## src/hw/rtl/ffpd_pkg.sv

```systemverilog
// Shared types, constants and helper functions for the form field extractor.
// No dependencies; imported by ffpd_parser and the top level.
package ffpd_pkg;

  localparam int unsigned NameLen = 7;
  localparam logic [3:0] NoMatch = 4'd15;

  localparam logic [7:0] ChEquals = 8'h3D;  // '='
  localparam logic [7:0] ChAmp    = 8'h26;  // '&'
  localparam logic [7:0] ChPlus   = 8'h2B;  // '+'
  localparam logic [7:0] ChPct    = 8'h25;  // '%'
  localparam logic [7:0] ChSpace  = 8'h20;  // ' '

  typedef enum logic [1:0] {
    ST_OK        = 2'd0,
    ST_EMPTY     = 2'd1,
    ST_MALFORMED = 2'd2
  } status_e;

  typedef enum logic [1:0] {
    ESC_NONE = 2'd0,
    ESC_HIGH = 2'd1,
    ESC_LOW  = 2'd2
  } esc_e;

  typedef struct packed {
    logic       in_value;
    logic [3:0] name_match;
    logic       in_target;
    esc_e       esc;
    logic [3:0] high_nibble;
    logic       occ_nonempty;
    logic       occ_error;
  } state_t;

  typedef struct packed {
    logic       has_byte;
    logic [7:0] out_byte;
    logic       restart;
    logic       done_res;
    status_e    status;
  } result_t;

  // Character of the field name "request" at a given position
  function automatic logic [7:0] name_char(input logic [2:0] idx);
    logic [7:0] c;
    case (idx)
      3'd0:    c = 8'h72;  // r
      3'd1:    c = 8'h65;  // e
      3'd2:    c = 8'h71;  // q
      3'd3:    c = 8'h75;  // u
      3'd4:    c = 8'h65;  // e
      3'd5:    c = 8'h73;  // s
      3'd6:    c = 8'h74;  // t
      default: c = 8'h00;
    endcase
    return c;
  endfunction

  // Hex digit decode: bit 4 flags a valid digit, bits 3:0 hold its value
  function automatic logic [4:0] hex_digit(input logic [7:0] b);
    logic [4:0] r;
    r = 5'd0;
    if (b >= 8'h30 && b <= 8'h39) begin
      r = {1'b1, b[3:0]};
    end else if ((b >= 8'h61 && b <= 8'h66) || (b >= 8'h41 && b <= 8'h46)) begin
      r = {1'b1, b[3:0] + 4'd9};
    end
    return r;
  endfunction

endpackage

```

## src/hw/rtl/ffpd_parser.sv

```systemverilog
// Parser state and one-byte decode step of the form field extractor.
// Depends on ffpd_pkg for the state and result types and the helpers.
module ffpd_parser (
  input  logic              clk_i,
  input  logic              rst_ni,
  input  logic              fire_i,
  input  logic [7:0]        data_byte_i,
  input  logic              last_byte_i,
  output ffpd_pkg::result_t res_o,
  output logic              emit_o
);
  import ffpd_pkg::*;

  state_t     state_q, state_d;
  result_t    res;
  logic [4:0] hex;
  logic       plain;

  // Work out next state and result for the item in the input register
  always_comb begin
    state_d  = state_q;
    res      = '0;
    res.status = ST_OK;
    hex      = hex_digit(data_byte_i);
    plain    = 1'b1;

    if (!state_q.in_value) begin
      // name phase: match against the field name up to '='
      if (data_byte_i == ChEquals) begin
        state_d.in_value = 1'b1;
        if (state_q.name_match == 4'(NameLen)) begin
          state_d.in_target    = 1'b1;
          res.restart          = 1'b1;
          state_d.occ_nonempty = 1'b0;
          state_d.occ_error    = 1'b0;
          state_d.esc          = ESC_NONE;
          state_d.high_nibble  = 4'd0;
        end
        state_d.name_match = 4'd0;
      end else if (state_q.name_match < 4'(NameLen) &&
                   data_byte_i == name_char(state_q.name_match[2:0])) begin
        state_d.name_match = state_q.name_match + 4'd1;
      end else begin
        state_d.name_match = NoMatch;
      end
    end else if (data_byte_i == ChAmp) begin
      // end of value: a pending escape is cut short
      if (state_q.in_target && state_q.esc != ESC_NONE) state_d.occ_error = 1'b1;
      state_d.in_value   = 1'b0;
      state_d.in_target  = 1'b0;
      state_d.esc        = ESC_NONE;
      state_d.name_match = 4'd0;
    end else if (state_q.in_target) begin
      state_d.occ_nonempty = 1'b1;
      if (state_q.esc == ESC_HIGH && hex[4]) begin
        state_d.high_nibble = hex[3:0];
        state_d.esc         = ESC_LOW;
        plain               = 1'b0;
      end else if (state_q.esc == ESC_LOW && hex[4]) begin
        res.out_byte = {state_q.high_nibble, hex[3:0]};
        res.has_byte = 1'b1;
        state_d.esc  = ESC_NONE;
        plain        = 1'b0;
      end else if (state_q.esc != ESC_NONE) begin
        // bad digit: drop the escape and treat the byte as plain
        state_d.occ_error = 1'b1;
        state_d.esc       = ESC_NONE;
      end
      if (plain) begin
        if (data_byte_i == ChPlus) begin
          res.out_byte = ChSpace;
          res.has_byte = 1'b1;
        end else if (data_byte_i == ChPct) begin
          state_d.esc = ESC_HIGH;
        end else begin
          res.out_byte = data_byte_i;
          res.has_byte = 1'b1;
        end
      end
    end

    // end of body: report status and start over
    if (last_byte_i) begin
      if (state_d.in_target && state_d.esc != ESC_NONE) state_d.occ_error = 1'b1;
      res.done_res = 1'b1;
      if (!state_d.occ_nonempty) begin
        res.status = ST_EMPTY;
      end else if (state_d.occ_error) begin
        res.status = ST_MALFORMED;
      end else begin
        res.status = ST_OK;
      end
      state_d = '0;
    end
  end

  assign res_o  = res;
  assign emit_o = res.has_byte | res.restart | res.done_res;

  // Advance state only when the item leaves the input register
  always_ff @(posedge clk_i or negedge rst_ni) begin
    if (!rst_ni) begin
      state_q <= '0;
    end else if (fire_i) begin
      state_q <= state_d;
    end
  end

  // The final byte leaves the parser in its reset state
  a_reset_after_last: assert property (@(posedge clk_i) disable iff (!rst_ni)
    fire_i && last_byte_i |=> state_q == '0)
    else $error("parser state not cleared after final byte");

  // Escape stage never takes the unused code
  a_esc_code: assert property (@(posedge clk_i) disable iff (!rst_ni)
    state_q.esc != 2'd3)
    else $error("escape stage holds unused code");

  // Name match counter is a position in the name or the no-match mark
  a_match_range: assert property (@(posedge clk_i) disable iff (!rst_ni)
    state_q.name_match <= 4'(NameLen) || state_q.name_match == NoMatch)
    else $error("name match counter out of range");

endmodule

```

## src/hw/rtl/form_field_extract_percent_decode.sv

```systemverilog
// Top level of the form field extractor: input register, parser, result register.
// Depends on ffpd_pkg and ffpd_parser.
//
//  channel  dir  tdata (low bit up)                 tuser (low bit up)     tlast
//  s_axis   in   data_byte[7:0]                     -                      last_byte
//  m_axis   out  out_byte[7:0], status[9:8], 0 pad  has_byte, restart      done_res
//
// One body byte per cycle, unless m_axis stalls a full result register while the
// item in the input register gives a result; that item then waits there. A result,
// if any, moves to the result register; bytes with no result leave no output item.
// Reset clears the parser state and both valid flags. A stall on m_axis holds
// the result register; the input register still drains items with no result.
module form_field_extract_percent_decode (
  input  logic        clk_i,
  input  logic        rst_ni,
  input  logic        s_axis_tvalid,
  output logic        s_axis_tready,
  input  logic [7:0]  s_axis_tdata,   // data_byte[7:0]
  input  logic        s_axis_tlast,
  output logic        m_axis_tvalid,
  input  logic        m_axis_tready,
  output logic [15:0] m_axis_tdata,   // out_byte[7:0], status[9:8], zeros[15:10]
  output logic [1:0]  m_axis_tuser,   // has_byte[0], restart[1]
  output logic        m_axis_tlast
);
  import ffpd_pkg::*;

  logic       in_valid_q;
  logic [7:0] in_byte_q;
  logic       in_last_q;
  logic       out_valid_q;
  result_t    out_res_q;
  result_t    res;
  logic       emit;
  logic       out_free;
  logic       advance;

  ffpd_parser u_parser (
    .clk_i       (clk_i),
    .rst_ni      (rst_ni),
    .fire_i      (advance),
    .data_byte_i (in_byte_q),
    .last_byte_i (in_last_q),
    .res_o       (res),
    .emit_o      (emit)
  );

  // Handshake: move the item on when its result has somewhere to go
  assign out_free      = !out_valid_q || m_axis_tready;
  assign advance       = in_valid_q && (!emit || out_free);
  assign s_axis_tready = !in_valid_q || advance;

  // Input register
  always_ff @(posedge clk_i or negedge rst_ni) begin
    if (!rst_ni) begin
      in_valid_q <= 1'b0;
    end else if (s_axis_tready) begin
      in_valid_q <= s_axis_tvalid;
    end
  end

  always_ff @(posedge clk_i) begin
    if (s_axis_tready) begin
      in_byte_q <= s_axis_tdata;
      in_last_q <= s_axis_tlast;
    end
  end

  // Result register
  always_ff @(posedge clk_i or negedge rst_ni) begin
    if (!rst_ni) begin
      out_valid_q <= 1'b0;
    end else if (out_free) begin
      out_valid_q <= advance && emit;
    end
  end

  always_ff @(posedge clk_i) begin
    if (out_free) begin
      out_res_q <= res;
    end
  end

  assign m_axis_tvalid = out_valid_q;
  assign m_axis_tdata  = {6'd0, out_res_q.status, out_res_q.out_byte};
  assign m_axis_tuser  = {out_res_q.restart, out_res_q.has_byte};
  assign m_axis_tlast  = out_res_q.done_res;

  // Every output item carries a byte, a restart or the end of the body
  a_item_nonempty: assert property (@(posedge clk_i) disable iff (!rst_ni)
    m_axis_tvalid |-> (m_axis_tuser[0] || m_axis_tuser[1] || m_axis_tlast))
    else $error("output item with nothing to report");

  // Without a decoded byte the byte lane reads zero
  a_byte_zero: assert property (@(posedge clk_i) disable iff (!rst_ni)
    m_axis_tvalid && !m_axis_tuser[0] |-> m_axis_tdata[7:0] == 8'd0)
    else $error("byte lane set without has_byte");

  // Status is only reported on the final byte
  a_status_done: assert property (@(posedge clk_i) disable iff (!rst_ni)
    m_axis_tvalid && !m_axis_tlast |-> m_axis_tdata[9:8] == ST_OK)
    else $error("status set before end of body");

endmodule
```

## config.mk

```make
export PLATFORM = sky130hd
export DESIGN_NAME = form_field_extract_percent_decode
export DESIGN_NICKNAME = d
export VERILOG_FILES = /design/src/hw/rtl/ffpd_pkg.sv /design/src/hw/rtl/ffpd_parser.sv /design/src/hw/rtl/form_field_extract_percent_decode.sv
export SDC_FILE = /design/constraint.sdc
export NUM_CORES = 1
export LEC_CHECK = 0
export BUFFER_PORTS_ARGS = -buffer_cell sky130_fd_sc_hd__buf_4
export CORE_MARGIN = 1.5
export CORE_UTILIZATION = 57
export DETAILED_ROUTE_END_ITERATION = 8
export PLACE_DENSITY = 0.8
export SETUP_SLACK_MARGIN = 0.3
export SLEW_MARGIN = 20
export SYNTH_ARGS = -nofsm -noshare
export SYNTH_HDL_FRONTEND = slang
export SYNTH_SLANG_ARGS = --single-unit
export TNS_END_PERCENT = 100
```

## constraint.sdc

```tcl
create_clock -name clk_i -period 2.8 [get_ports clk_i]
set_input_delay 0.14 -clock clk_i [delete_from_list [all_inputs] [get_ports clk_i]]
set_output_delay 0.14 -clock clk_i [all_outputs]
set_load 0.02 [all_outputs]
```

==> results.toml, run 1 <==
[critical_path]
max_stage_delay_ns = 0.53
crit_path_end_kind = "register"
path_common_cell = "or4_4"
worst_ep_arrival_time_ns = 2.67
cp.buffers_inverters = 1
crit_family = "simple AND/OR/NAND/NOR gates"
worst_path_max_delay_cell = "or4_4"
critPathKind = "reg -> reg"
startpoint_type = "register"
worstPathMaxFanout = 5
crit_required_ns = 2.98
worstPathCellList = "inv_2, ha_2, or4_4, or4_4, a2111oi_4, a31oi_1, a21o_1"

[layout]
synthToLayoutAreaGrowth_pct = 27.07
layout.nets = 295
fillers = 253
drive_above_1_share_pct = 35.04
antennaDiodeCount = 0
post_layout_nonfiller_instances = 322

[timing]
fin_skew_ns = 0.006905
slew_violations = 0
rsz0062_at_grt = "true"
max_freq_mhz = 401.2
worst_slack_ns = 0.3072
period_needed_ns = 2.493
final_hold_viol_count = 0
finalCritPeriodShare_pct = 89.03
setup_tns_ns = 0
setup_violations = 0

[placement]
hpwl_um = 3520
gp_congestion = 0.9173
dpl_worst_slack_ns = 0.1402
port_buffers = 27
dp.cells = 298

[clock_network]
clock_sinks = 38
clk_pin_slew_worst_paths_ns = 0.07
cts_tree = "done"
root_buffer = "clkbuf_8"
htree_levels = 2
tritoncts.num_buffers = 5
clock_path_buffers = 2
clock_latency_ns = 0.29

[synth]
synthesis.area_sq_mm = 0.002283
synth_flop_cell = "edfxtp_1"
synth_warnings = 0
ys_seq_area_share_pct = 46.47
ys_ff_latch = 38
ys_types = 59
syn_inst = 219
synthMuxAreaShare_pct = 3.452
synthSimpleGateAreaFrac_pct = 21.32
synth-xor-area-share_pct = 1.918
synth_compound_gate_area_share_pct = 16.44
synth_edf_count = 22
synthAdderAreaFrac_pct = 4.932
avgSynthCellArea_sq_um = 10.43
postSynth.asyncResetShare_pct = 42.11
synth_top_family_by_area = "simple AND/OR/NAND/NOR gates"

[floorplan]
core_area_sq_mm = 0.003744
die-width_um = 66.30
die_area_sq_mm = 0.004395
initial_core_util_pct = 61.00
io_pins = 34
die_y_um = 66.30
row_count = 22

[pwr]
p_leak_nw = 1.209
peakVddDrop_mv = 0.3440
power_density_mw_per_mm2 = 485.6

[drt]
drt_pass1_iterations = 5
drc = 0
viasPerCell = 6.165
drt-initial-drc-count = 212
wl_um = 5481
routedWlPerCell_um = 17.02
drtAntennaViolNets = 0
vias = 1985

[global_route]
antenna_found_initial = 0
grt_usage_pct = 25.85
grt_start_max_net_pins = 17
grt_pass1_vias = 1867
grt_first_pass_wirelength_um = 8528
gr-total-overflow = 0

[hold_path]
hold_path.class = "in -> reg"

[outcome]
status = "completed"

[job]
drv_cap = 0
[layer usage]
metal	share of wire, %	track usage, %
met5	0	0
met1	40	31.11
met3	5.9	5.792
met2	49	43.63
met4	4.9	12.24
[final timing paths]
path                                          start                   end  slack [ns]  cells after the start
worst max-delay path            u_parser.state_q[9]  u_parser.state_q[11]        0.31                      7
worst min-delay path                s_axis_tdata[4]          in_byte_q[4]        0.02                      1
worst max register to register  u_parser.state_q[9]  u_parser.state_q[11]        0.31                      7
worst min register to register  u_parser.state_q[2]   u_parser.state_q[2]        0.49                      1
max in group asynchronous                    rst_ni  u_parser.state_q[10]        2.33                      2
min in group asynchronous                    rst_ni   u_parser.state_q[7]        0.25                      2
[power breakdown]
group	switching, mW	internal [mW]	total [mW]
clock	0.190	0.171	0.361
combinational	0.189	0.176	0.365
sequential	0.0465	0.636	0.682
total	0.426	0.983	1.41
[kinds of logic after synthesis]
logic type / count (synthesis)
DFF: 38
and+or+nand+nor: 81
buffers and inverters: 25
muxes: 7
other: 1
AOI/OAI and AO/OA: 53
adders and majority gates: 9
xor gates and xnor gates: 5
[final cells by class]
class | count | area [sq um] | area share (%)
Clock buffer | 6 | 72.57 | 2.501
Timing Repair Buffer | 54 | 411.6 | 14.19
Inverter | 13 | 48.80 | 1.682
Sequential cell | 38 | 1065 | 36.70
Multi-Input combinational cell | 161 | 1235 | 42.56
Clock inverter | 2 | 8.758 | 0.3019
Tap cell | 48 | 60.06 | 2.070
[worst register-to-register path: stages (launching register included)]
cell and delay (ns):
dfrtp_2 0.45, inv_2 0.06, ha_2 0.19, or4_4 0.53, or4_4 0.44, a2111oi_4 0.38
a31oi_1 0.15, a21o_1 0.18
[timing repair]
item / 4_1_cts / 5_1_grt
endpoints found under the setup margin: 20 / 14
setup buffers: 8 / 7
resized for setup: 17 / 11
hold buffers: 1 / 0
hold endpoints to repair: 16 / 0
pin swaps: 7 / 10
[synthesized netlist by cell type (6+ instances only)]
cell type   n  area (sq um)
edfxtp_1   22         660.6
buf_4       7         52.55
nand2b_1    6         37.54
inv_1      13         48.80
a31oi_1     7         43.79
nor2_1     12         45.04
nand2_1    18         67.56
ha_1        9         112.6
nand3_1    10         50.05
dfrtp_1    16         400.4
a21oi_1    11         55.05
[registers in the layout, indices dropped and copies added (netlist names)]
signal / count
m_axis_tlast: 1
in_byte_q: 8
in_last_q: 1
m_axis_tvalid: 1
m_axis_tuser: 2
in_valid_q: 1
u_parser.state_q: 14
m_axis_tdata: 10
[metrics by stage]
step	cell area (sq um)	util, %	power, mW	hold WS (ns)
2_1_floorplan	2315	-	0.8814	-0.1556
3_3_place_gp	2587	69.12	0.9595	0.01687
3_5_place_dp	2587	69.12	0.9683	0.01742
4_1_cts	2809	75.03	1.371	0.02426
5_1_grt	2902	77.51	1.470	0.01146
6_report	2902	77.51	1.409	0.02136
[placed cells by master (no fill, tap or decap), types with 2 or more instances in the layout]
cell type and count:
inv_1 9, conb_1 6, a21o_1 4, o21ai_1 3, nand4bb_1 2, nand4_1 2
a31o_2 3, or4_4 2, or3_1 2, and2_1 4, o211ai_1 5, o21ai_0 5
clkbuf_8 5, edfxtp_1 22, nand2_1 18, dfrtp_1 13, mux2_2 2, nor2_1 11
inv_2 4, dfrtp_2 3, nand3_1 10, nor3_1 4, ha_4 4, nand2b_1 6
xor2_1 2, o22ai_1 2, buf_4 52, nand3b_1 2, xnor2_1 3, mux2_1 5
ha_2 3, ha_1 2, a31oi_1 7, a21oi_1 11
No activity file was read; power rests on OpenSTA's default activity.
==> run 2: changes to the inputs <==
--- a/config.mk
+++ b/config.mk
@@ -12,2 +12,3 @@
 export PLACE_DENSITY = 0.8
+export RECOVER_POWER = 50
 export SETUP_SLACK_MARGIN = 0.3
==> constraint.sdc (replaced) <==
create_clock -name clk_i -period 2.8 [get_ports clk_i]
set_input_delay 0.28 -clock clk_i [delete_from_list [all_inputs] [get_ports clk_i]]
set_output_delay 0.28 -clock clk_i [all_outputs]
set_load 0.02 [all_outputs]
==> results.toml, run 2 (synthesis gave the netlist of run 1 again) <==
[layout]
synthToLayoutAreaGrowth_pct = 27.84
layout_commonest_cell = "buf_4"
drive_above_1_share_pct = 32.85
antennaDiodeCount = 0
layout.nets = 299
top_register = "u_parser.state_q"
layout_common_cells = "36 x buf_4, 22 x edfxtp_1, 17 x nand2_1"
largest_reg_flops = 14

[clock_network]
cts_tree = "done"
clk_pin_slew_worst_paths_ns = 0.06
tritoncts.num_buffers = 5
clock_latency_ns = 0.28
htree_levels = 2
clock_sinks = 38
clock_path_buffers = 2
root_buffer = "clkbuf_8"

[pwr]
power_density_mw_per_mm2 = 479.0
pwr-share-clk_pct = 24.4
combinationalPowerShare_pct = 27.0
p_leak_nw = 1.204
swShare_pct = 29.58
peakVddDrop_mv = 0.4070
seq_power_share_pct = 48.6
p_sw_uw = 413.6
total_power_mw = 1.398
p_int_uw = 984.8

[critical_path]
path_common_cell = "or4_4"
cp.buffers_inverters = 1
worstPathCellList = "buf_6, ha_4, or4_4, or4_4, a2111oi_4, a31oi_1, a21o_1"
crit_path_end_kind = "register"
max_stage_delay_ns = 0.51
worst_path_max_delay_cell = "or4_4"
crit_family = "simple AND/OR/NAND/NOR gates"
worstPathMaxFanout = 4
crit_required_ns = 2.98
startpoint_type = "register"
worst_ep_arrival_time_ns = 2.72
critPathKind = "reg -> reg"

[hold_path]
hold_path.class = "in -> reg"

[drt]
drt_pass1_iterations = 6
viasPerCell = 5.957
wl_um = 5519
drt-initial-drc-count = 206
drc = 0
drtAntennaViolNets = 0
vias = 1936
routedWlPerCell_um = 16.98

[placement]
hpwl_um = 3533
port_buffers = 27
gp_congestion = 0.9283

[global_route]
grt_usage_pct = 25.85
grt_start_max_net_pins = 17
antenna_found_initial = 0
grt_pass1_vias = 1773
gr-total-overflow = 0
grt_first_pass_wirelength_um = 8273

[timing]
max_freq_mhz = 393.7
final_hold_viol_count = 0
setup_violations = 0
period_needed_ns = 2.540
fin_skew_ns = 0.003036
worst_slew_pin_slew_ns = 0.9854
slew_headroom_pct = 34.31
slew_violations = 0
finalCritPeriodShare_pct = 90.72
setup_tns_ns = 0
rsz0062_at_grt = "true"

[outcome]
status = "completed"

[floorplan]
die_area_sq_mm = 0.004395
io_pins = 34
die-width_um = 66.30
die_y_um = 66.30
row_count = 22
initial_core_util_pct = 61.00
core_area_sq_mm = 0.003744

[job]
drv_cap = 0
[run 2: power groups by stage]
| stage | Sequential (mW) | Combinational (mW) | Clock, mW |
|---|---|---|---|
| floorplan | 0.694 | 0.188 | 0 |
| global placement | 0.688 | 0.269 | 0 |
| detailed placement | 0.690 | 0.278 | 0 |
| CTS | 0.679 | 0.342 | 0.351 |
| global route | 0.685 | 0.404 | 0.382 |
| finish | 0.680 | 0.377 | 0.341 |
[run 2: what timing repair did]
action,4_1_cts,5_1_grt
hold buffers,1,0
pin swaps,6,13
gates resized for setup,19,12
endpoints found under the setup margin,20,12
hold endpoints to repair,16,0
buffers inserted,8,12
[run 2: metrics by stage]
stage / cells / cell area [sq um] / util [%] / worst slack, ns / hold slack, ns
after floorplan: 224 / 2315 / - / 0.3148 / -0.01559
after global placement: 297 / 2580 / 68.92 / 0.2050 / 0.1572
after detailed placement: 297 / 2580 / 68.92 / 0.1083 / 0.1615
after CTS: 313 / 2819 / 75.30 / 0.1872 / 0.1595
after global routing: 325 / 2919 / 77.97 / 0.1800 / 0.1733
final: 325 / 2919 / 77.97 / 0.2599 / 0.1814
[run 2: layout make-up]
| class | instances | area, sq um |
|---|---|---|
| multi-input combinational | 161 | 1246 |
| sequential | 38 | 1065 |
| fill | 258 | 824.5 |
| timing repair buffer | 58 | 422.9 |
| clock buffer | 7 | 76.32 |
| tap | 48 | 60.06 |
| inverter | 13 | 48.80 |
[run 2: worst paths after layout]
| path | startpoint | end | slack (ns) | cells after the start |
|---|---|---|---|---|
| max in group asynchronous | rst_ni | u_parser.state_q[9] | 1.46 | 2 |
| hold reg to reg | u_parser.state_q[4] | u_parser.state_q[4] | 0.49 | 1 |
| setup reg to reg | u_parser.state_q[9] | u_parser.state_q[12] | 0.26 | 7 |
| hold / removal | s_axis_tvalid | in_valid_q | 0.18 | 2 |
| min in group asynchronous | rst_ni | u_parser.state_q[4] | 0.67 | 2 |
| setup / recovery | u_parser.state_q[9] | u_parser.state_q[12] | 0.26 | 7 |
[run 2: per-layer routing]
layer  global-route usage (%)  part of all wire (%)  routed length (um)  vias to the layer above
met3                    5.281                   5.5                 305                       15
met5                        0                     0                   0                        -
met2                    42.63                    52                2849                       79
met4                    13.78                   2.4                 133                        0
met1                    31.67                    40                2231                      923
li1                         -                     -                   -                      919
